--- src/sv/srbp_pkg.sv ---
// shared types and constants of the sparse row block partitioner
package srbp_pkg;

  localparam int unsigned BLOCK_SIZE_W = 16;
  localparam logic [BLOCK_SIZE_W-1:0] BLOCK_SIZE_RST = 16'd1024;
  localparam int unsigned GROUP_IDX_W = 5;

  typedef enum logic [1:0] {
    WORD_ZERO,
    WORD_PREV,
    WORD_GROUP,
    WORD_ROW
  } srbp_word_e;

  typedef struct packed {
    logic       capture;
    logic       eval;
    logic       emit;
    logic       emit_last;
    srbp_word_e sel;
  } srbp_cmd_t;

  typedef struct packed {
    logic start;
    logic close_prev;
    logic split;
    logic exact;
    logic last;
    logic more_groups;
    logic out_free;
  } srbp_status_t;

endpackage

--- src/sv/srbp_stream_if.sv ---
// valid/ready channel interfaces for row lengths in and block words out
interface srbp_in_if #(
  parameter int unsigned LENGTH_BITS = 24
);
  logic                   valid;
  logic                   ready;
  logic [LENGTH_BITS-1:0] row_length;
  logic                   last_row;

  modport source (output valid, output row_length, output last_row, input ready);
  modport sink (input valid, input row_length, input last_row, output ready);
endinterface

interface srbp_out_if import srbp_pkg::*; #(
  parameter int unsigned ROW_INDEX_BITS = 32
);
  logic                      valid;
  logic                      ready;
  logic [ROW_INDEX_BITS-1:0] row_index;
  logic [GROUP_IDX_W-1:0]    group_index;
  logic                      last_of_run;

  modport source (
    output valid, output row_index, output group_index, output last_of_run, input ready
  );
  modport sink (
    input valid, input row_index, input group_index, input last_of_run, output ready
  );
endinterface

--- src/sv/srbp_datapath.sv ---
// partitioner datapath: block state, row evaluation, group stepping and output register
module srbp_datapath import srbp_pkg::*; #(
  parameter int unsigned ROW_INDEX_BITS = 32,
  parameter int unsigned LENGTH_BITS    = 24,
  parameter int unsigned GROUP_BITS     = 5
) (
  input  logic                      clk_i,
  input  logic                      rst_ni,
  input  logic                      cfg_we_i,
  input  logic [BLOCK_SIZE_W-1:0]   cfg_wdata_i,
  input  logic [LENGTH_BITS-1:0]    row_length_i,
  input  logic                      last_row_i,
  input  srbp_cmd_t                 cmd_i,
  output srbp_status_t              status_o,
  input  logic                      out_ready_i,
  output logic                      out_valid_o,
  output logic [ROW_INDEX_BITS-1:0] row_index_o,
  output logic [GROUP_IDX_W-1:0]    group_index_o,
  output logic                      last_of_run_o
);

  localparam int unsigned MAX_W = (LENGTH_BITS > BLOCK_SIZE_W) ? LENGTH_BITS : BLOCK_SIZE_W;
  localparam int unsigned SUM_W = MAX_W + 2;
  localparam int unsigned ACC_W = SUM_W + 1;
  localparam int unsigned GW    = GROUP_BITS + 1;
  localparam logic [GW-1:0] GROUP_CAP = {1'b1, {GROUP_BITS{1'b0}}};

  logic [BLOCK_SIZE_W-1:0]   block_size_q;
  logic [BLOCK_SIZE_W-1:0]   blk;
  logic [SUM_W-1:0]          blk_s;

  logic [ROW_INDEX_BITS-1:0] row_counter_q;
  logic [ROW_INDEX_BITS-1:0] block_start_q;
  logic [SUM_W-1:0]          psum_q;
  logic                      started_q;

  logic [LENGTH_BITS-1:0]    len_q;
  logic                      last_q;
  logic [ROW_INDEX_BITS-1:0] row_q;
  logic [SUM_W-1:0]          sum0_q;
  logic [ROW_INDEX_BITS-1:0] span0_q;
  logic [ROW_INDEX_BITS-1:0] row_next;

  logic                      cp;
  logic                      span_one;
  logic                      split;
  logic                      exact;
  logic [SUM_W-1:0]          p1;

  logic                      f_start_q;
  logic                      f_cp_q;
  logic                      f_split_q;
  logic                      f_exact_q;
  logic                      f_last_q;
  logic [SUM_W-1:0]          p1_q;
  logic [GW-1:0]             grp_w_q;
  logic [ACC_W-1:0]          acc_q;

  logic                      out_valid_q;
  logic [ROW_INDEX_BITS-1:0] out_row_q;
  logic [GROUP_IDX_W-1:0]    out_grp_q;
  logic                      out_last_q;
  logic [ROW_INDEX_BITS-1:0] out_row_d;
  logic [GROUP_IDX_W-1:0]    out_grp_d;
  logic                      out_free;

  assign blk      = (block_size_q == '0) ? BLOCK_SIZE_W'(1) : block_size_q;
  assign blk_s    = SUM_W'(blk);
  assign row_next = row_counter_q + ROW_INDEX_BITS'(1);

  // close before the row when a multi-row block runs over, then judge the row alone
  assign cp       = (span0_q > ROW_INDEX_BITS'(1)) && (sum0_q > blk_s);
  assign p1       = cp ? SUM_W'(len_q) : sum0_q;
  assign span_one = cp || (span0_q == ROW_INDEX_BITS'(1));
  assign split    = span_one && (p1 > blk_s);
  assign exact    = !split && (p1 == blk_s);

  always_ff @(posedge clk_i or negedge rst_ni) begin
    if (!rst_ni) begin
      block_size_q <= BLOCK_SIZE_RST;
    end else if (cfg_we_i) begin
      block_size_q <= cfg_wdata_i;
    end
  end

  always_ff @(posedge clk_i) begin
    if (cmd_i.capture) begin
      len_q   <= row_length_i;
      last_q  <= last_row_i;
      row_q   <= row_next;
      sum0_q  <= psum_q + SUM_W'(row_length_i);
      span0_q <= row_next - block_start_q;
    end
  end

  always_ff @(posedge clk_i or negedge rst_ni) begin
    if (!rst_ni) begin
      row_counter_q <= '0;
      block_start_q <= '0;
      psum_q        <= '0;
      started_q     <= 1'b0;
      f_start_q     <= 1'b0;
      f_cp_q        <= 1'b0;
      f_split_q     <= 1'b0;
      f_exact_q     <= 1'b0;
      f_last_q      <= 1'b0;
      p1_q          <= '0;
      grp_w_q       <= GW'(1);
      acc_q         <= '0;
    end else if (cmd_i.eval) begin
      f_start_q <= !started_q;
      f_cp_q    <= cp;
      f_split_q <= split;
      f_exact_q <= exact;
      f_last_q  <= last_q;
      p1_q      <= p1;
      grp_w_q   <= GW'(1);
      acc_q     <= ACC_W'(blk);
      if (last_q) begin
        row_counter_q <= '0;
        block_start_q <= '0;
        psum_q        <= '0;
        started_q     <= 1'b0;
      end else begin
        row_counter_q <= row_q;
        started_q     <= 1'b1;
        if (split || exact) begin
          block_start_q <= row_q;
          psum_q        <= '0;
        end else begin
          if (cp) begin
            block_start_q <= row_q - ROW_INDEX_BITS'(1);
          end
          psum_q <= p1;
        end
      end
    end else if (cmd_i.emit && (cmd_i.sel == WORD_GROUP)) begin
      grp_w_q <= grp_w_q + GW'(1);
      acc_q   <= acc_q + ACC_W'(blk);
    end
  end

  always_comb begin
    out_row_d = row_q;
    out_grp_d = '0;
    case (cmd_i.sel)
      WORD_ZERO: out_row_d = '0;
      WORD_PREV: out_row_d = row_q - ROW_INDEX_BITS'(1);
      WORD_GROUP: begin
        out_row_d = row_q - ROW_INDEX_BITS'(1);
        out_grp_d = GROUP_IDX_W'(grp_w_q[GROUP_BITS-1:0]);
      end
      WORD_ROW: out_row_d = row_q;
      default: out_row_d = row_q;
    endcase
  end

  assign out_free = !out_valid_q || out_ready_i;

  always_ff @(posedge clk_i or negedge rst_ni) begin
    if (!rst_ni) begin
      out_valid_q <= 1'b0;
    end else if (cmd_i.emit) begin
      out_valid_q <= 1'b1;
    end else if (out_ready_i) begin
      out_valid_q <= 1'b0;
    end
  end

  always_ff @(posedge clk_i) begin
    if (cmd_i.emit) begin
      out_row_q  <= out_row_d;
      out_grp_q  <= out_grp_d;
      out_last_q <= cmd_i.emit_last;
    end
  end

  assign status_o.start       = f_start_q;
  assign status_o.close_prev  = f_cp_q;
  assign status_o.split       = f_split_q;
  assign status_o.exact       = f_exact_q;
  assign status_o.last        = f_last_q;
  assign status_o.more_groups = (grp_w_q < GROUP_CAP) && (acc_q < ACC_W'(p1_q));
  assign status_o.out_free    = out_free;

  assign out_valid_o   = out_valid_q;
  assign row_index_o   = out_row_q;
  assign group_index_o = out_grp_q;
  assign last_of_run_o = out_last_q;

`ifndef SYNTHESIS
  a_emit_into_free_slot: assert property (@(posedge clk_i) disable iff (!rst_ni)
    cmd_i.emit |-> out_free)
    else $error("item written while output register still holds an untaken item");

  a_last_row_clears: assert property (@(posedge clk_i) disable iff (!rst_ni)
    (cmd_i.eval && last_q) |=> (!started_q && (psum_q == '0) && (row_counter_q == '0)))
    else $error("block state not cleared after final row");

  a_group_count_capped: assert property (@(posedge clk_i) disable iff (!rst_ni)
    grp_w_q <= GROUP_CAP)
    else $error("group counter ran past the cap");
`endif

endmodule

--- src/sv/srbp_ctrl.sv ---
// partitioner controller: accepts a row, sequences evaluation and item emission
module srbp_ctrl import srbp_pkg::*; (
  input  logic         clk_i,
  input  logic         rst_ni,
  input  logic         in_valid_i,
  output logic         in_ready_o,
  output srbp_cmd_t    cmd_o,
  input  srbp_status_t status_i
);

  localparam logic [2:0] S_IDLE  = 3'd0;
  localparam logic [2:0] S_EVAL  = 3'd1;
  localparam logic [2:0] S_START = 3'd2;
  localparam logic [2:0] S_PREV  = 3'd3;
  localparam logic [2:0] S_GROUP = 3'd4;
  localparam logic [2:0] S_ROW   = 3'd5;
  localparam logic [2:0] S_LAST  = 3'd6;

  logic [2:0] state_q;
  logic [2:0] state_d;

  assign in_ready_o = (state_q == S_IDLE);

  always_comb begin
    state_d         = state_q;
    cmd_o.capture   = 1'b0;
    cmd_o.eval      = 1'b0;
    cmd_o.emit      = 1'b0;
    cmd_o.emit_last = 1'b0;
    cmd_o.sel       = WORD_ZERO;
    case (state_q)
      S_IDLE: begin
        if (in_valid_i) begin
          cmd_o.capture = 1'b1;
          state_d       = S_EVAL;
        end
      end
      S_EVAL: begin
        cmd_o.eval = 1'b1;
        state_d    = S_START;
      end
      S_START: begin
        if (!status_i.start) begin
          state_d = S_PREV;
        end else if (status_i.out_free) begin
          cmd_o.emit      = 1'b1;
          cmd_o.sel       = WORD_ZERO;
          cmd_o.emit_last = !(status_i.close_prev || status_i.split ||
                              status_i.exact || status_i.last);
          state_d         = S_PREV;
        end
      end
      S_PREV: begin
        if (!status_i.close_prev) begin
          state_d = S_GROUP;
        end else if (status_i.out_free) begin
          cmd_o.emit      = 1'b1;
          cmd_o.sel       = WORD_PREV;
          cmd_o.emit_last = !(status_i.split || status_i.exact || status_i.last);
          state_d         = S_GROUP;
        end
      end
      S_GROUP: begin
        if (!status_i.split || !status_i.more_groups) begin
          state_d = S_ROW;
        end else if (status_i.out_free) begin
          cmd_o.emit = 1'b1;
          cmd_o.sel  = WORD_GROUP;
        end
      end
      S_ROW: begin
        if (!(status_i.split || status_i.exact)) begin
          state_d = S_LAST;
        end else if (status_i.out_free) begin
          cmd_o.emit      = 1'b1;
          cmd_o.sel       = WORD_ROW;
          cmd_o.emit_last = !status_i.last;
          state_d         = S_LAST;
        end
      end
      S_LAST: begin
        if (!status_i.last) begin
          state_d = S_IDLE;
        end else if (status_i.out_free) begin
          cmd_o.emit      = 1'b1;
          cmd_o.sel       = WORD_ROW;
          cmd_o.emit_last = 1'b1;
          state_d         = S_IDLE;
        end
      end
      default: state_d = S_IDLE;
    endcase
  end

  always_ff @(posedge clk_i or negedge rst_ni) begin
    if (!rst_ni) begin
      state_q <= S_IDLE;
    end else begin
      state_q <= state_d;
    end
  end

endmodule

--- src/sv/sparse_row_block_partitioner.sv ---
// top level of the sparse row block partitioner
// Takes one CSR row nonzero count per item on in_i (row_length, last_row) and
// returns row-block boundary items on out_o (row_index, group_index,
// last_of_run). last_of_run flags the final item produced for one input row;
// a row that opens no matrix and closes nothing gives no output item at all.
// block_size is written through cfg_we_i/cfg_wdata_i; the user writes it only
// while the block is idle, which the block does not enforce; zero acts as one.
// Per row the controller walks its fixed sequence of word classes in order:
// leading zero word, closing word of the previous block, work-group words of
// a split long row (up to 31), closing word of the row and final-row word.
// The split loop issues one group word per cycle while the output side takes
// every item.
// Reset clears row counter, open block and sum; block_size returns to 1024.
// After the final row the block state clears, so the next row begins a new
// matrix with a leading zero word.
// A stalled receiver holds the output register; the controller waits in place
// and the next row is taken only once the current one has been fully issued.
module sparse_row_block_partitioner import srbp_pkg::*; #(
  parameter int unsigned ROW_INDEX_BITS = 32,
  parameter int unsigned LENGTH_BITS    = 24,
  parameter int unsigned GROUP_BITS     = 5
) (
  input  logic                    clk_i,
  input  logic                    rst_ni,
  input  logic                    cfg_we_i,
  input  logic [BLOCK_SIZE_W-1:0] cfg_wdata_i,
  srbp_in_if.sink                 in_i,
  srbp_out_if.source              out_o
);

  srbp_cmd_t    cmd;
  srbp_status_t status;
  logic         in_ready;

  srbp_ctrl u_ctrl (
    .clk_i      (clk_i),
    .rst_ni     (rst_ni),
    .in_valid_i (in_i.valid),
    .in_ready_o (in_ready),
    .cmd_o      (cmd),
    .status_i   (status)
  );

  srbp_datapath #(
    .ROW_INDEX_BITS (ROW_INDEX_BITS),
    .LENGTH_BITS    (LENGTH_BITS),
    .GROUP_BITS     (GROUP_BITS)
  ) u_datapath (
    .clk_i         (clk_i),
    .rst_ni        (rst_ni),
    .cfg_we_i      (cfg_we_i),
    .cfg_wdata_i   (cfg_wdata_i),
    .row_length_i  (in_i.row_length),
    .last_row_i    (in_i.last_row),
    .cmd_i         (cmd),
    .status_o      (status),
    .out_ready_i   (out_o.ready),
    .out_valid_o   (out_o.valid),
    .row_index_o   (out_o.row_index),
    .group_index_o (out_o.group_index),
    .last_of_run_o (out_o.last_of_run)
  );

  assign in_i.ready = in_ready;

endmodule
--- src/flat_wrapper.sv ---
// flat-port wrapper written by rule: the top's interface ports become plain ports
module sparse_row_block_partitioner_flat import srbp_pkg::*;
#(
  parameter int unsigned ROW_INDEX_BITS = 32,
  parameter int unsigned LENGTH_BITS    = 24,
  parameter int unsigned GROUP_BITS     = 5
)
  (clk_i, rst_ni, cfg_we_i, cfg_wdata_i, in_i_valid, in_i_row_length, in_i_last_row, in_i_ready, out_o_valid, out_o_row_index, out_o_group_index, out_o_last_of_run, out_o_ready);
  srbp_in_if #(.LENGTH_BITS(LENGTH_BITS)) in_i_i ();
  srbp_out_if #(.ROW_INDEX_BITS(ROW_INDEX_BITS)) out_o_i ();
  input  logic clk_i;
  input  logic rst_ni;
  input  logic cfg_we_i;
  input  logic [BLOCK_SIZE_W-1:0] cfg_wdata_i;
  input wire logic [$bits(in_i_i.valid)-1:0] in_i_valid;
  input wire logic [$bits(in_i_i.row_length)-1:0] in_i_row_length;
  input wire logic [$bits(in_i_i.last_row)-1:0] in_i_last_row;
  output wire logic [$bits(in_i_i.ready)-1:0] in_i_ready;
  output wire logic [$bits(out_o_i.valid)-1:0] out_o_valid;
  output wire logic [$bits(out_o_i.row_index)-1:0] out_o_row_index;
  output wire logic [$bits(out_o_i.group_index)-1:0] out_o_group_index;
  output wire logic [$bits(out_o_i.last_of_run)-1:0] out_o_last_of_run;
  input wire logic [$bits(out_o_i.ready)-1:0] out_o_ready;
  assign in_i_i.valid = in_i_valid;
  assign in_i_i.row_length = in_i_row_length;
  assign in_i_i.last_row = in_i_last_row;
  assign in_i_ready = in_i_i.ready;
  assign out_o_valid = out_o_i.valid;
  assign out_o_row_index = out_o_i.row_index;
  assign out_o_group_index = out_o_i.group_index;
  assign out_o_last_of_run = out_o_i.last_of_run;
  assign out_o_i.ready = out_o_ready;
  sparse_row_block_partitioner #(.ROW_INDEX_BITS(ROW_INDEX_BITS), .LENGTH_BITS(LENGTH_BITS), .GROUP_BITS(GROUP_BITS)) u_core (.clk_i(clk_i), .rst_ni(rst_ni), .cfg_we_i(cfg_we_i), .cfg_wdata_i(cfg_wdata_i), .in_i(in_i_i), .out_o(out_o_i));
endmodule
--- config.mk ---
export PLATFORM = sky130hd
export DESIGN_NAME = sparse_row_block_partitioner_flat
export DESIGN_NICKNAME = d
export VERILOG_FILES = /design/src/sv/srbp_pkg.sv /design/src/sv/srbp_stream_if.sv /design/src/sv/srbp_datapath.sv /design/src/sv/srbp_ctrl.sv /design/src/sv/sparse_row_block_partitioner.sv /design/src/flat_wrapper.sv
export SDC_FILE = /design/constraint.sdc
export NUM_CORES = 1
export LEC_CHECK = 0
export BUFFER_PORTS_ARGS = -buffer_cell sky130_fd_sc_hd__buf_2
export CORE_MARGIN = 2
export CORE_UTILIZATION = 50
export CTS_CLUSTER_SIZE = 30
export DETAILED_ROUTE_END_ITERATION = 10
export GPL_TIMING_DRIVEN = 0
export PLACE_DENSITY = 0.67
export SLEW_MARGIN = 0
export SYNTH_ARGS = -nofsm -noshare
export SYNTH_HDL_FRONTEND = slang
export SYNTH_SLANG_ARGS = --single-unit
--- constraint.sdc ---
create_clock -name clk_i -period 7.1 [get_ports clk_i]
set_input_delay 2.13 -clock clk_i [delete_from_list [all_inputs] [get_ports clk_i]]
set_output_delay 2.13 -clock clk_i [all_outputs]
set_load 0.1 [all_outputs]
==> summary.md, run 1 <==
| Metric | Value |
|---|---|
| Outcome | `completed` |
| DP Wirelength | `37.26 mm` |
| Cell count after synthesis | `1936` |
| Cell Rows | `71` |
| Syn nets | `2119` |
| YS warnings | `0` |
| Die area | `39710 um2` |
| Post-synthesis cell type count | `81` |
| Initial antenna violation count | `0` |
| Non-Filler Instances | `about 2600` |
| Register area share after synthesis | `47.08%` |
| Number of routed nets with antenna violations | `0` |
| Met3 WL | `2.253 mm` |
| Multi-input gate area | `9266 um2` |
| Worst-skew pair later-pin latency | `around 0.53 ns` |
| Unrepaired setup endpoints after global routing | `false` |
| CP Data Arrival Time | `7.23 ns` |
| Via/cell ratio | `5.673` |
| Hold depth | `1` |
| Gr usage total | `~25%` |
| Setup Crit Path Kind | `flip-flop to flip-flop` |
| R2R depth | `21` |
| Clock tree root buffer cell | `clkbuf_16` |
| First-pass GRT wire length | `77.31 mm` |
| Max-cap viol count | `0` |
| Initial drt markers | `approximately 1200` |
| P&R area growth vs syn | `11.85%` |
| Ports | `86` |
| Clock sinks | `roughly 330` |
| VDD IR-drop max | `roughly 0.23 mV` |
| Hold crit path type | `flip-flop to flip-flop` |
| Global route total overflow | `0` |
| Port bufs | `85` |
| Fin. Hold Viols | `0` |
| Met1 Wirelength | `21.03 mm` |
| Sequential Area | `8976 um2` |
| Vias | `14760` |
| Main flop type after synthesis | `dfrtp_1` |
| Maximum clock rate | `0.1475 GHz` |
| Required time of the critical path | `7.55 ns` |
| Gpl congestion | `0.8849` |
| Leakage | `9.648 nW` |
| Cts bufs inserted | `36` |
| Uppermost layer routed | `met4` |
| Filler instances | `3282` |
| Setup total negative slack | `0 ns` |
| Core area | `roughly 38000 um2` |
| Tmin final | `6.780 ns` |
| Final setup violation count | `0` |
| Clock transition at path regs | `0.06 ns` |
| CP endpoint kind | `flip-flop` |
| Max Slew Vio Count | `0` |
| Power Density | `around 460 nW/um2` |
| Htree depth | `2` |
| Die Wd | `around 200 um` |
| Die span in y | `about 200 um` |
| Ys async rst share | `53.35%` |
| First-pass detailed-route iteration total | `7` |
| Inst Count DP | `between 2000 and 3000` |
| Detailed Route WL | `49.11 mm` |
| Cell Area, Synth | `19070 um2` |
| Startpoint class of the critical path | `flip-flop` |
| Slew margin rel. | `25.35%` |
| Routed met2 length | `24.35 mm` |
| CTS tree | `done` |
| Initial Util | `about half` |
| EDFF count, synth | `around 150` |
| CTS Hold Bufs | `0` |
| Syn Area/Cell | `9.848 um2` |
| Final clock skew | `approximately 0.02 ns` |
| Wire per inst | `about 19 um` |
| Post-route DRC violation count | `0` |
| Crit-path max FO | `10` |
| Share of layout cells above drive strength 1 | `8.900%` |
| Worst Max-Slew Pin Slew | `1.112 ns` |
| Yosys reg bits | `between 300 and 400` |
| Vias in the first global route | `14550` |
| Fin nets | `2247` |
| Largest net degree at the start of global routing | `92` |
| Clock buffer depth | `3` |
| Tcrit/Tclk final | `95.49%` |
-- repair_timing --
item,in CTS,in global routing
endpoints found under the setup margin,51,25
buffers inserted,0,0
resized for setup,5,2
-- cells in the mapped netlist, drive strengths merged (6+ instances only) --
library cell / number / area (um2)
ha: 134 / 1677
a221o: 33 / 330.3
a22oi: 23 / 172.7
o211ai: 6 / 45.04
o21ai: 124 / 620.6
xnor2: 75 / 656.9
dfrtp: 173 / 4329
a31oi: 10 / 62.56
o21a: 16 / 120.1
buf: 13 / 83.82
mux2i: 39 / 390.4
or3: 18 / 133.9
edfxtp: 153 / 4594
xor2: 38 / 332.8
nor2b: 16 / 100.1
nand4: 24 / 150.1
nor2: 125 / 469.2
a21boi: 7 / 52.55
nand3: 44 / 220.2
clkbuf: 76 / 299.0
a21oi: 100 / 500.5
and2: 16 / 100.1
nand2b: 24 / 150.1
inv: 125 / 469.2
nand2: 265 / 994.7
and3: 21 / 131.4
a21o: 41 / 307.8
a221oi: 7 / 61.31
o21bai: 6 / 45.04
o31ai: 11 / 82.58
a211oi: 12 / 90.09
or2: 12 / 75.08
nor4: 19 / 118.9
o31a: 9 / 78.83
nor3: 36 / 180.2
-- cells in the final DEF, fill, tap and decap left out, types with 6 or more instances in the layout --
| master | count |
|---|---|
| a211oi_1 | 12 |
| a21boi_0 | 7 |
| a21o_1 | 41 |
| a21oi_1 | 100 |
| a221o_1 | 33 |
| a221oi_1 | 7 |
| a22oi_1 | 23 |
| a31oi_1 | 9 |
| and2_1 | 14 |
| and3_1 | 21 |
| buf_2 | 88 |
| clkbuf_1 | 88 |
| clkbuf_16 | 37 |
| clkinv_2 | 6 |
| dfrtp_1 | 173 |
| edfxtp_1 | 153 |
| ha_1 | 134 |
| inv_1 | 125 |
| mux2i_1 | 39 |
| nand2_1 | 265 |
| nand2b_1 | 24 |
| nand3_1 | 44 |
| nand4_1 | 24 |
| nor2_1 | 125 |
| nor2b_1 | 16 |
| nor3_1 | 34 |
| nor4_1 | 19 |
| o211ai_1 | 6 |
| o21a_1 | 15 |
| o21ai_0 | 123 |
| o21bai_1 | 6 |
| o31a_1 | 9 |
| o31ai_1 | 11 |
| or2_2 | 11 |
| or3_1 | 13 |
| xnor2_1 | 75 |
| xor2_1 | 38 |
-- layout make-up --
class	instances	area share, %
multi-input combinational	1394	43.45
sequential	328	42.09
clock buffer	54	4.735
tap	511	2.998
timing repair buffer	90	2.441
inverter	125	2.200
buffer	89	1.837
clock inverter	10	0.2288
antenna	1	0.01174
-- state kept, by name (all words and copies together) (netlist names), 3 cells and up --
register	flops
u_core.u_datapath.block_start_q	32
u_core.u_datapath.row_counter_q	32
u_core.u_datapath.row_index_o	32
u_core.u_datapath.row_q	32
u_core.u_datapath.span0_q	32
u_core.u_datapath.acc_q	27
u_core.u_datapath.p1_q	26
u_core.u_datapath.psum_q	26
u_core.u_datapath.sum0_q	26
u_core.u_datapath.len_q	24
u_core.u_datapath.block_size_q	16
u_core.u_datapath.grp_w_q	6
u_core.u_datapath.group_index_o	5
u_core.u_ctrl.state_q	3
-- metal layers --
metal	track usage, %	vias up
li1	-	7226
met3	2.886	84
met1	31.88	7066
met4	8.154	0
met2	45.21	384
met5	0	-
-- metrics by stage --
stage | area (um2) | power [mW] | hold WS [ns] | worst slack, ns | utilization [%]
after floorplan | 19070 | 6.794 | 0.4404 | 1.001 | -
after global placement | 20130 | 7.953 | 0.4534 | -0.3230 | 53.57
after detailed placement | 20230 | 8.080 | 0.4649 | -0.3038 | 53.84
after CTS | 21310 | 9.839 | 0.4670 | 0.09630 | 56.72
after global routing | 21320 | 10.48 | 0.4967 | 0.09431 | 56.74
final | 21320 | 9.815 | 0.4683 | 0.3200 | 56.75
-- final timing paths --
path                                                        to                         startpoint  slack (ns)
min reg2reg                        u_core.u_datapath.f_start_q        u_core.u_datapath.started_q        0.47
min                                u_core.u_datapath.f_start_q        u_core.u_datapath.started_q        0.47
max reg2reg                u_core.u_datapath.block_start_q[29]  u_core.u_datapath.block_size_q[8]        0.32
max in group asynchronous   u_core.u_datapath.block_size_q[10]                             rst_ni        4.54
min in group asynchronous  u_core.u_datapath.block_start_q[27]                             rst_ni        1.62
max                        u_core.u_datapath.block_start_q[29]  u_core.u_datapath.block_size_q[8]        0.32
-- power by group --
| group | internal [mW] | switching, mW | leakage (nW) |
|---|---|---|---|
| clock | 0.982 | 0.740 | 0.516 |
| sequential | 2.79 | 0.363 | 3.69 |
| combinational | 1.70 | 3.23 | 5.44 |
-- worst max-delay path, stage by stage (launching register included) --
cell	delay, ns
dfrtp_1	0.42
nor4_1	0.52
a41o_1	0.36
ha_1	0.30
nand4_1	0.09
nor4_1	0.08
nor2_1	0.17
o21a_2	0.34
buf_1	0.86
mux2i_1	0.39
inv_1	0.09
ha_1	0.30
nor2b_1	0.14
o21a_1	0.17
o21a_1	0.18
o21bai_1	0.15
a21oi_1	0.14
o32ai_1	0.41
nand3_1	0.27
nor4b_4	0.67
clkbuf_1	0.42
a221o_1	0.23
-- cell families after synthesis --
kind of cell | synth area share (%)
buffers and inverters | 4.469
XOR/XNOR | 5.191
flip-flops | 47.08
AO/OA/AOI/OAI | 15.63
AND/OR/NAND/NOR | 16.18
adder cells (fa/ha/maj) | 9.109
multiplexers | 2.343
No activity file was read; power rests on OpenSTA's default activity.
==> inputs of run 2 (changes only) <==
--- a/config.mk
+++ b/config.mk
@@ -7,11 +7,11 @@
 export LEC_CHECK = 0
 export BUFFER_PORTS_ARGS = -buffer_cell sky130_fd_sc_hd__buf_2
 export CORE_MARGIN = 2
-export CORE_UTILIZATION = 50
+export CORE_UTILIZATION = 55
 export CTS_CLUSTER_SIZE = 30
 export DETAILED_ROUTE_END_ITERATION = 10
 export GPL_TIMING_DRIVEN = 0
-export PLACE_DENSITY = 0.67
+export PLACE_DENSITY = 0.72
 export SLEW_MARGIN = 0
 export SYNTH_ARGS = -nofsm -noshare
 export SYNTH_HDL_FRONTEND = slang
==> run 2 against run 1 <==
Effect of this change: global-route usage up 2.1 points; non-clock buffer count stayed put; die area is 8.9% lower; power up 2.3%; register-to-register slack got worse by 0.14 ns; worst setup slack worse by 0.14 ns; combinational power hardly changed; critical path depth decreased by 1; via count rose by 2.1%; clock power rose by 12%; critical endpoint unchanged.
==> summary.md, run 2 (synthesis results as in run 1) <==
| Metric | Value |
|---|---|
| Outcome | `completed (unchanged)` |
| Gpl congestion | `0.8921 (was 0.8849)` |
| Die Wd | `190.2 um (was 199.3 um)` |
| Via/cell ratio | `5.916 (was 5.673)` |
| Max Slew Vio Count | `0 (unchanged)` |
| Largest net degree at the start of global routing | `89 (was 92)` |
| First-pass GRT wire length | `77.62 mm (was 77.31 mm)` |
| Setup Crit Path Kind | `flip-flop to flip-flop (unchanged)` |
| CP endpoint kind | `flip-flop (unchanged)` |
| CTS tree | `done (unchanged)` |
| Pwr Total | `10.04 mW (was 9.815 mW)` |
| Number of routed nets with antenna violations | `0 (unchanged)` |
| Cell Rows | `68 (was 71)` |
| First-pass detailed-route iteration total | `6 (was 7)` |
| Maximum clock rate | `0.1445 GHz (was 0.1475 GHz)` |
| Final clock skew | `0.01559 ns (was 0.02008 ns)` |
| DP Wirelength | `36.68 mm (was 37.26 mm)` |
| Most frequent cells in the layout | `265 x nand2_1, 173 x dfrtp_1, 153 x edfxtp_1, 134 x ha_1 (unchanged)` |
| Initial Util | `55.47% (was 50.74%)` |
| Fin nets | `2247 (unchanged)` |
| Max-cap viol count | `0 (unchanged)` |
| Worst Max-Slew Pin Slew | `1.134 ns (was 1.112 ns)` |
| Initial drt markers | `1058 (was 1234)` |
| Final core utilization | `62.27% (was 56.75%)` |
| Cts bufs inserted | `36 (unchanged)` |
| Power Density | `469.0 nW/um2 (was 460.3 nW/um2)` |
| Vias | `15070 (was 14760)` |
| Share of layout cells above drive strength 1 | `9.321% (was 8.900%)` |
| Clock buffer depth | `3 (unchanged)` |
| Fin. Hold Viols | `0 (unchanged)` |
| Tmin final | `6.922 ns (was 6.780 ns)` |
| Gr usage total | `27.39% (was 25.27%)` |
| Commonest non-fill, non-tap cell in the layout | `nand2_1 (unchanged)` |
| Multi-input gate area | `9259 um2 (was 9266 um2)` |
| Place WS | `-0.08558 ns (was -0.3038 ns)` |
| Crit-path max FO | `10 (unchanged)` |
| Clock sinks | `328 (unchanged)` |
| P&R area growth vs syn | `12.27% (was 11.85%)` |
| Wire per inst | `19.25 um (was 18.87 um)` |
| Initial antenna violation count | `0 (unchanged)` |
| Slew margin rel. | `23.88% (was 25.35%)` |
| Required time of the critical path | `7.50 ns (was 7.55 ns)` |
| Htree depth | `2 (unchanged)` |
| Port bufs | `85 (unchanged)` |
| Detailed Route WL | `49.03 mm (was 49.11 mm)` |
| Leakage | `9.736 nW (was 9.648 nW)` |
| Clock transition at path regs | `0.06 ns (about the same)` |
| Startpoint class of the critical path | `flip-flop (unchanged)` |
| Final Worst Setup Slack | `0.1777 ns (was 0.3200 ns)` |
| CP Data Arrival Time | `7.32 ns (was 7.23 ns)` |
| Filler instances | `2877 (was 3282)` |
| Worst-skew pair later-pin latency | `0.52 ns (was 0.53 ns)` |
| Vias in the first global route | `14870 (was 14550)` |
| Die span in y | `190.2 um (was 199.3 um)` |
| Flop-to-flop setup slack | `0.18 ns (was 0.32 ns)` |
| # diodes | `0 (was 1)` |
| Core area | `34370 um2 (was 37580 um2)` |
| Unrepaired setup endpoints after global routing | `false (unchanged)` |
| VDD IR-drop max | `0.3249 mV (was 0.2287 mV)` |
| Post-route DRC violation count | `0 (unchanged)` |
| Clock tree root buffer cell | `clkbuf_16 (unchanged)` |
| Setup total negative slack | `0 ns (unchanged)` |
| Global route total overflow | `0 (unchanged)` |
| Die area | `36170 um2 (was 39710 um2)` |
| Sequential Area | `8976 um2 (unchanged)` |
| Ports | `86 (unchanged)` |
| Final setup violation count | `0 (unchanged)` |
| Tcrit/Tclk final | `97.50% (was 95.49%)` |
| Hold crit path type | `flip-flop to flip-flop (unchanged)` |
[run 2: per-layer routing]
| layer | global-route usage, % | wire, um | part of all wire, % | vias up |
|---|---|---|---|---|
| met1 | 34.72 | 20330 | 41 | 7220 |
| met5 | 0 | 0 | 0 | - |
| li1 | - | - | - | 7230 |
| met4 | 11.57 | 2096 | 4.3 | 0 |
| met3 | 3.579 | 2980 | 6.1 | 117 |
| met2 | 47.29 | 23620 | 48 | 501 |
[run 2: cell type report]
cell class	count	share of cell area [%]
clock buffer	53	4.980
timing repair buffer	90	2.449
inverter	125	2.192
multi-input combinational	1394	43.25
tap	455	2.660
clock inverter	13	0.7248
sequential	328	41.93
buffer	89	1.806
[run 2: worst paths after layout]
check | startpoint | to | depth (start not counted)
max reg2reg | u_core.u_datapath.block_size_q[8] | u_core.u_datapath.block_start_q[29] | 20
max | u_core.u_datapath.block_size_q[8] | u_core.u_datapath.block_start_q[29] | 20
min | u_core.u_datapath.started_q | u_core.u_datapath.f_start_q | 1
min reg2reg | u_core.u_datapath.started_q | u_core.u_datapath.f_start_q | 1
max in group asynchronous | rst_ni | u_core.u_datapath.block_size_q[10] | 2
min in group asynchronous | rst_ni | u_core.u_datapath.block_start_q[27] | 1
[run 2: timing repair]
item	4_1_cts	5_1_grt
setup buffers	0	0
gates resized for setup	2	6
endpoints found under the setup margin	31	42
hold buffers	0	0
[run 2: critical path, stage by stage, from the launching register on]
cell	delay, ns
dfrtp_1	0.42
nor4_1	0.53
a41o_1	0.36
ha_1	0.29
nand4_1	0.10
nor4_1	0.08
nor2_1	0.17
o21a_1	0.45
buf_2	0.46
clkbuf_2	0.41
mux2i_1	0.37
inv_1	0.08
ha_1	0.30
nand4_1	0.12
or3_1	0.44
a21oi_1	0.29
o32ai_1	0.25
a31oi_1	0.63
nor2_1	0.21
clkbuf_1	0.36
a221o_1	0.44
[run 2: metrics by stage]
step / hold slack, ns / std cells / cell area, um2
2_1_floorplan: 0.4404 / 1936 / 19070
3_3_place_gp: 0.4529 / 2476 / 20060
3_5_place_dp: 0.4650 / 2481 / 20170
4_1_cts: 0.4747 / 2547 / 21400
5_1_grt: 0.4930 / 2547 / 21410
6_report: 0.4717 / 2547 / 21410
[run 2: power by group]
part | internal (mW) | switching [mW]
Sequential | 2.79 | 0.381
Combinational | 1.70 | 3.24
Clock | 1.16 | 0.768
Total | 5.65 | 4.39
==> inputs of run 3 (changes only) <==
--- a/config.mk
+++ b/config.mk
@@ -11,7 +11,7 @@
 export CTS_CLUSTER_SIZE = 30
 export DETAILED_ROUTE_END_ITERATION = 10
 export GPL_TIMING_DRIVEN = 0
-export PLACE_DENSITY = 0.72
+export PLACE_DENSITY = 0.78
 export SLEW_MARGIN = 0
 export SYNTH_ARGS = -nofsm -noshare
 export SYNTH_HDL_FRONTEND = slang
==> run 3 against run 2 <==
Effect of this change: combinational power barely moved; first-iteration DRC count rose by 9.5%; final area fell by 0.33%; non-clock buffer count did not move; core utilization fell by 0.20 points; maximum frequency rose by 0.48%; power fell by 0.40%; via count rose by 0.93%; worst hold slack got worse by 0.0049 ns; critical endpoint is now u_core.u_datapath.block_start_q[20].
==> summary.md, run 3 (synthesis results as in run 1) <==
| Metric | Value |
|---|---|
| Outcome | `completed (unchanged)` |
| Place WS | `-0.1302 ns (was -0.08558 ns)` |
| Initial antenna violation count | `0 (unchanged)` |
| Setup Crit Path Kind | `flip-flop to flip-flop (unchanged)` |
| Via/cell ratio | `5.973 (was 5.916)` |
| Commonest non-fill, non-tap cell in the layout | `nand2_1 (unchanged)` |
| Worst-skew pair later-pin latency | `0.52 ns (about the same)` |
| Final setup violation count | `0 (unchanged)` |
| Gpl congestion | `0.9449 (was 0.8921)` |
| Die area | `36170 um2 (unchanged)` |
| Startpoint class of the critical path | `flip-flop (unchanged)` |
| Die span in y | `190.2 um (unchanged)` |
| # diodes | `0 (unchanged)` |
| Number of routed nets with antenna violations | `0 (unchanged)` |
| Post-CTS setup buffer count | `0 (unchanged)` |
| Largest net degree at the start of global routing | `93 (was 89)` |
| Cell Rows | `68 (unchanged)` |
| Clock buffer depth | `3 (unchanged)` |
| VDD IR-drop max | `0.3137 mV (was 0.3249 mV)` |
| Final core utilization | `62.07% (was 62.27%)` |
| First-pass detailed-route iteration total | `5 (was 6)` |
| Vias | `15210 (was 15070)` |
| Pwr Total | `10.00 mW (was 10.04 mW)` |
| Gr usage total | `27.68% (was 27.39%)` |
| Filler instances | `2855 (was 2877)` |
| Cts bufs inserted | `37 (was 36)` |
| Htree depth | `2 (unchanged)` |
| Maximum clock rate | `0.1451 GHz (was 0.1445 GHz)` |
| Port bufs | `85 (unchanged)` |
| Initial Util | `55.47% (unchanged)` |
| Tcrit/Tclk final | `97.04% (was 97.50%)` |
| Leakage | `9.691 nW (was 9.736 nW)` |
| Ports | `86 (unchanged)` |
| Fin. Hold Viols | `0 (unchanged)` |
| First-pass GRT wire length | `78.49 mm (was 77.62 mm)` |
| Crit-path max FO | `10 (unchanged)` |
| Global route total overflow | `0 (unchanged)` |
| Wire per inst | `19.40 um (was 19.25 um)` |
| CP endpoint kind | `flip-flop (unchanged)` |
| Most frequent cells in the layout | `265 x nand2_1, 173 x dfrtp_1, 153 x edfxtp_1, 134 x ha_1 (unchanged)` |
| Unrepaired setup endpoints after global routing | `false (unchanged)` |
| Initial drt markers | `1158 (was 1058)` |
| R2R depth | `21 (was 20)` |
| Vias in the first global route | `15230 (was 14870)` |
| P&R area growth vs syn | `11.90% (was 12.27%)` |
| Clock tree root buffer cell | `clkbuf_16 (unchanged)` |
| Post-route DRC violation count | `0 (unchanged)` |
| DP Wirelength | `37.16 mm (was 36.68 mm)` |
| Detailed Route WL | `49.39 mm (was 49.03 mm)` |
| Final Worst Setup Slack | `0.2104 ns (was 0.1777 ns)` |
| Share of layout cells above drive strength 1 | `8.943% (was 9.321%)` |
| Clock transition at path regs | `0.06 ns (about the same)` |
| Power Density | `468.7 nW/um2 (was 469.0 nW/um2)` |
| Worst Max-Slew Pin Slew | `1.155 ns (was 1.134 ns)` |
| Final clock skew | `0.01022 ns (was 0.01559 ns)` |
| Hold depth | `1 (unchanged)` |
| CP Data Arrival Time | `7.34 ns (was 7.32 ns)` |
| Tmin final | `6.890 ns (was 6.922 ns)` |
| Max Slew Vio Count | `0 (unchanged)` |
| Hold_ws | `0.4668 ns (was 0.4717 ns)` |
| Core area | `34370 um2 (unchanged)` |
| CTS tree | `done (unchanged)` |
| Clock sinks | `328 (unchanged)` |
| Setup total negative slack | `0 ns (unchanged)` |
| Max-cap viol count | `0 (unchanged)` |
| Fin nets | `2248 (was 2247)` |
| Slew margin rel. | `23.01% (was 23.88%)` |
| Hold crit path type | `flip-flop to flip-flop (unchanged)` |
| CTS Hold Bufs | `0 (unchanged)` |
| Die Wd | `190.2 um (unchanged)` |
| Required time of the critical path | `7.55 ns (was 7.50 ns)` |
[run 3: final cells by class]
cell class | instances | area (um2) | area share [%]
clock buffers | 54 | 1020 | 4.779
plain buffers | 89 | 386.6 | 1.812
flip-flops and latches | 328 | 8976 | 42.07
clock inverters | 11 | 125.1 | 0.5864
well taps | 455 | 569.3 | 2.668
multi-input cells | 1394 | 9265 | 43.43
inverters | 125 | 469.2 | 2.199
repair buffers | 90 | 524.3 | 2.457
[run 3: what timing repair did]
item / CTS / global route
setup endpoints to repair: 31 / 50
gates resized for setup: 1 / 7
hold endpoints to repair: 0 / 0
[run 3: layer usage]
layer	global-route usage, %	vias up	wire (um)	share of wire [%]
met1	34.14	7330	19970	40
met4	12.70	0	2093	4.2
met5	0	-	0	0
met2	48.61	534	24360	49
met3	3.376	130	2967	6.0
li1	-	7214	-	-
[run 3: power breakdown]
group          switching, mW  total (mW)  internal (mW)
sequential             0.380        3.17           2.79
clock                  0.760        1.86           1.10
combinational           3.26        4.97           1.71
[run 3: worst paths after layout]
path | start | end | slack [ns]
min in group asynchronous | rst_ni | u_core.u_datapath.block_start_q[27] | 1.63
max in group asynchronous | rst_ni | u_core.u_datapath.block_size_q[10] | 4.55
min reg2reg | u_core.u_datapath.started_q | u_core.u_datapath.f_start_q | 0.47
max reg2reg | u_core.u_datapath.block_size_q[8] | u_core.u_datapath.block_start_q[20] | 0.21
max | u_core.u_datapath.block_size_q[8] | u_core.u_datapath.block_start_q[20] | 0.21
min | u_core.u_datapath.started_q | u_core.u_datapath.f_start_q | 0.47
[run 3: through the flow]
| step | instance area (um2) | instances |
|---|---|---|
| floorplan | 19070 | 1936 |
| global placement | 20060 | 2476 |
| detailed placement | 20170 | 2481 |
| CTS | 21320 | 2546 |
| global route | 21340 | 2546 |
| finish | 21340 | 2546 |
[run 3: critical path: stages (launching register included)]
cell	delay, ns
dfrtp_1	0.42
nor4_1	0.49
a41o_1	0.35
ha_1	0.30
nand4_1	0.10
nor4_1	0.09
nor2_1	0.17
o21a_1	0.47
buf_1	0.90
mux2i_1	0.39
inv_1	0.08
ha_1	0.29
nor2b_1	0.13
o21a_1	0.16
o21a_1	0.16
o21bai_1	0.16
a21oi_1	0.16
o32ai_1	0.37
nand3_1	0.26
nor4b_4	0.64
clkbuf_1	0.49
a221o_1	0.24
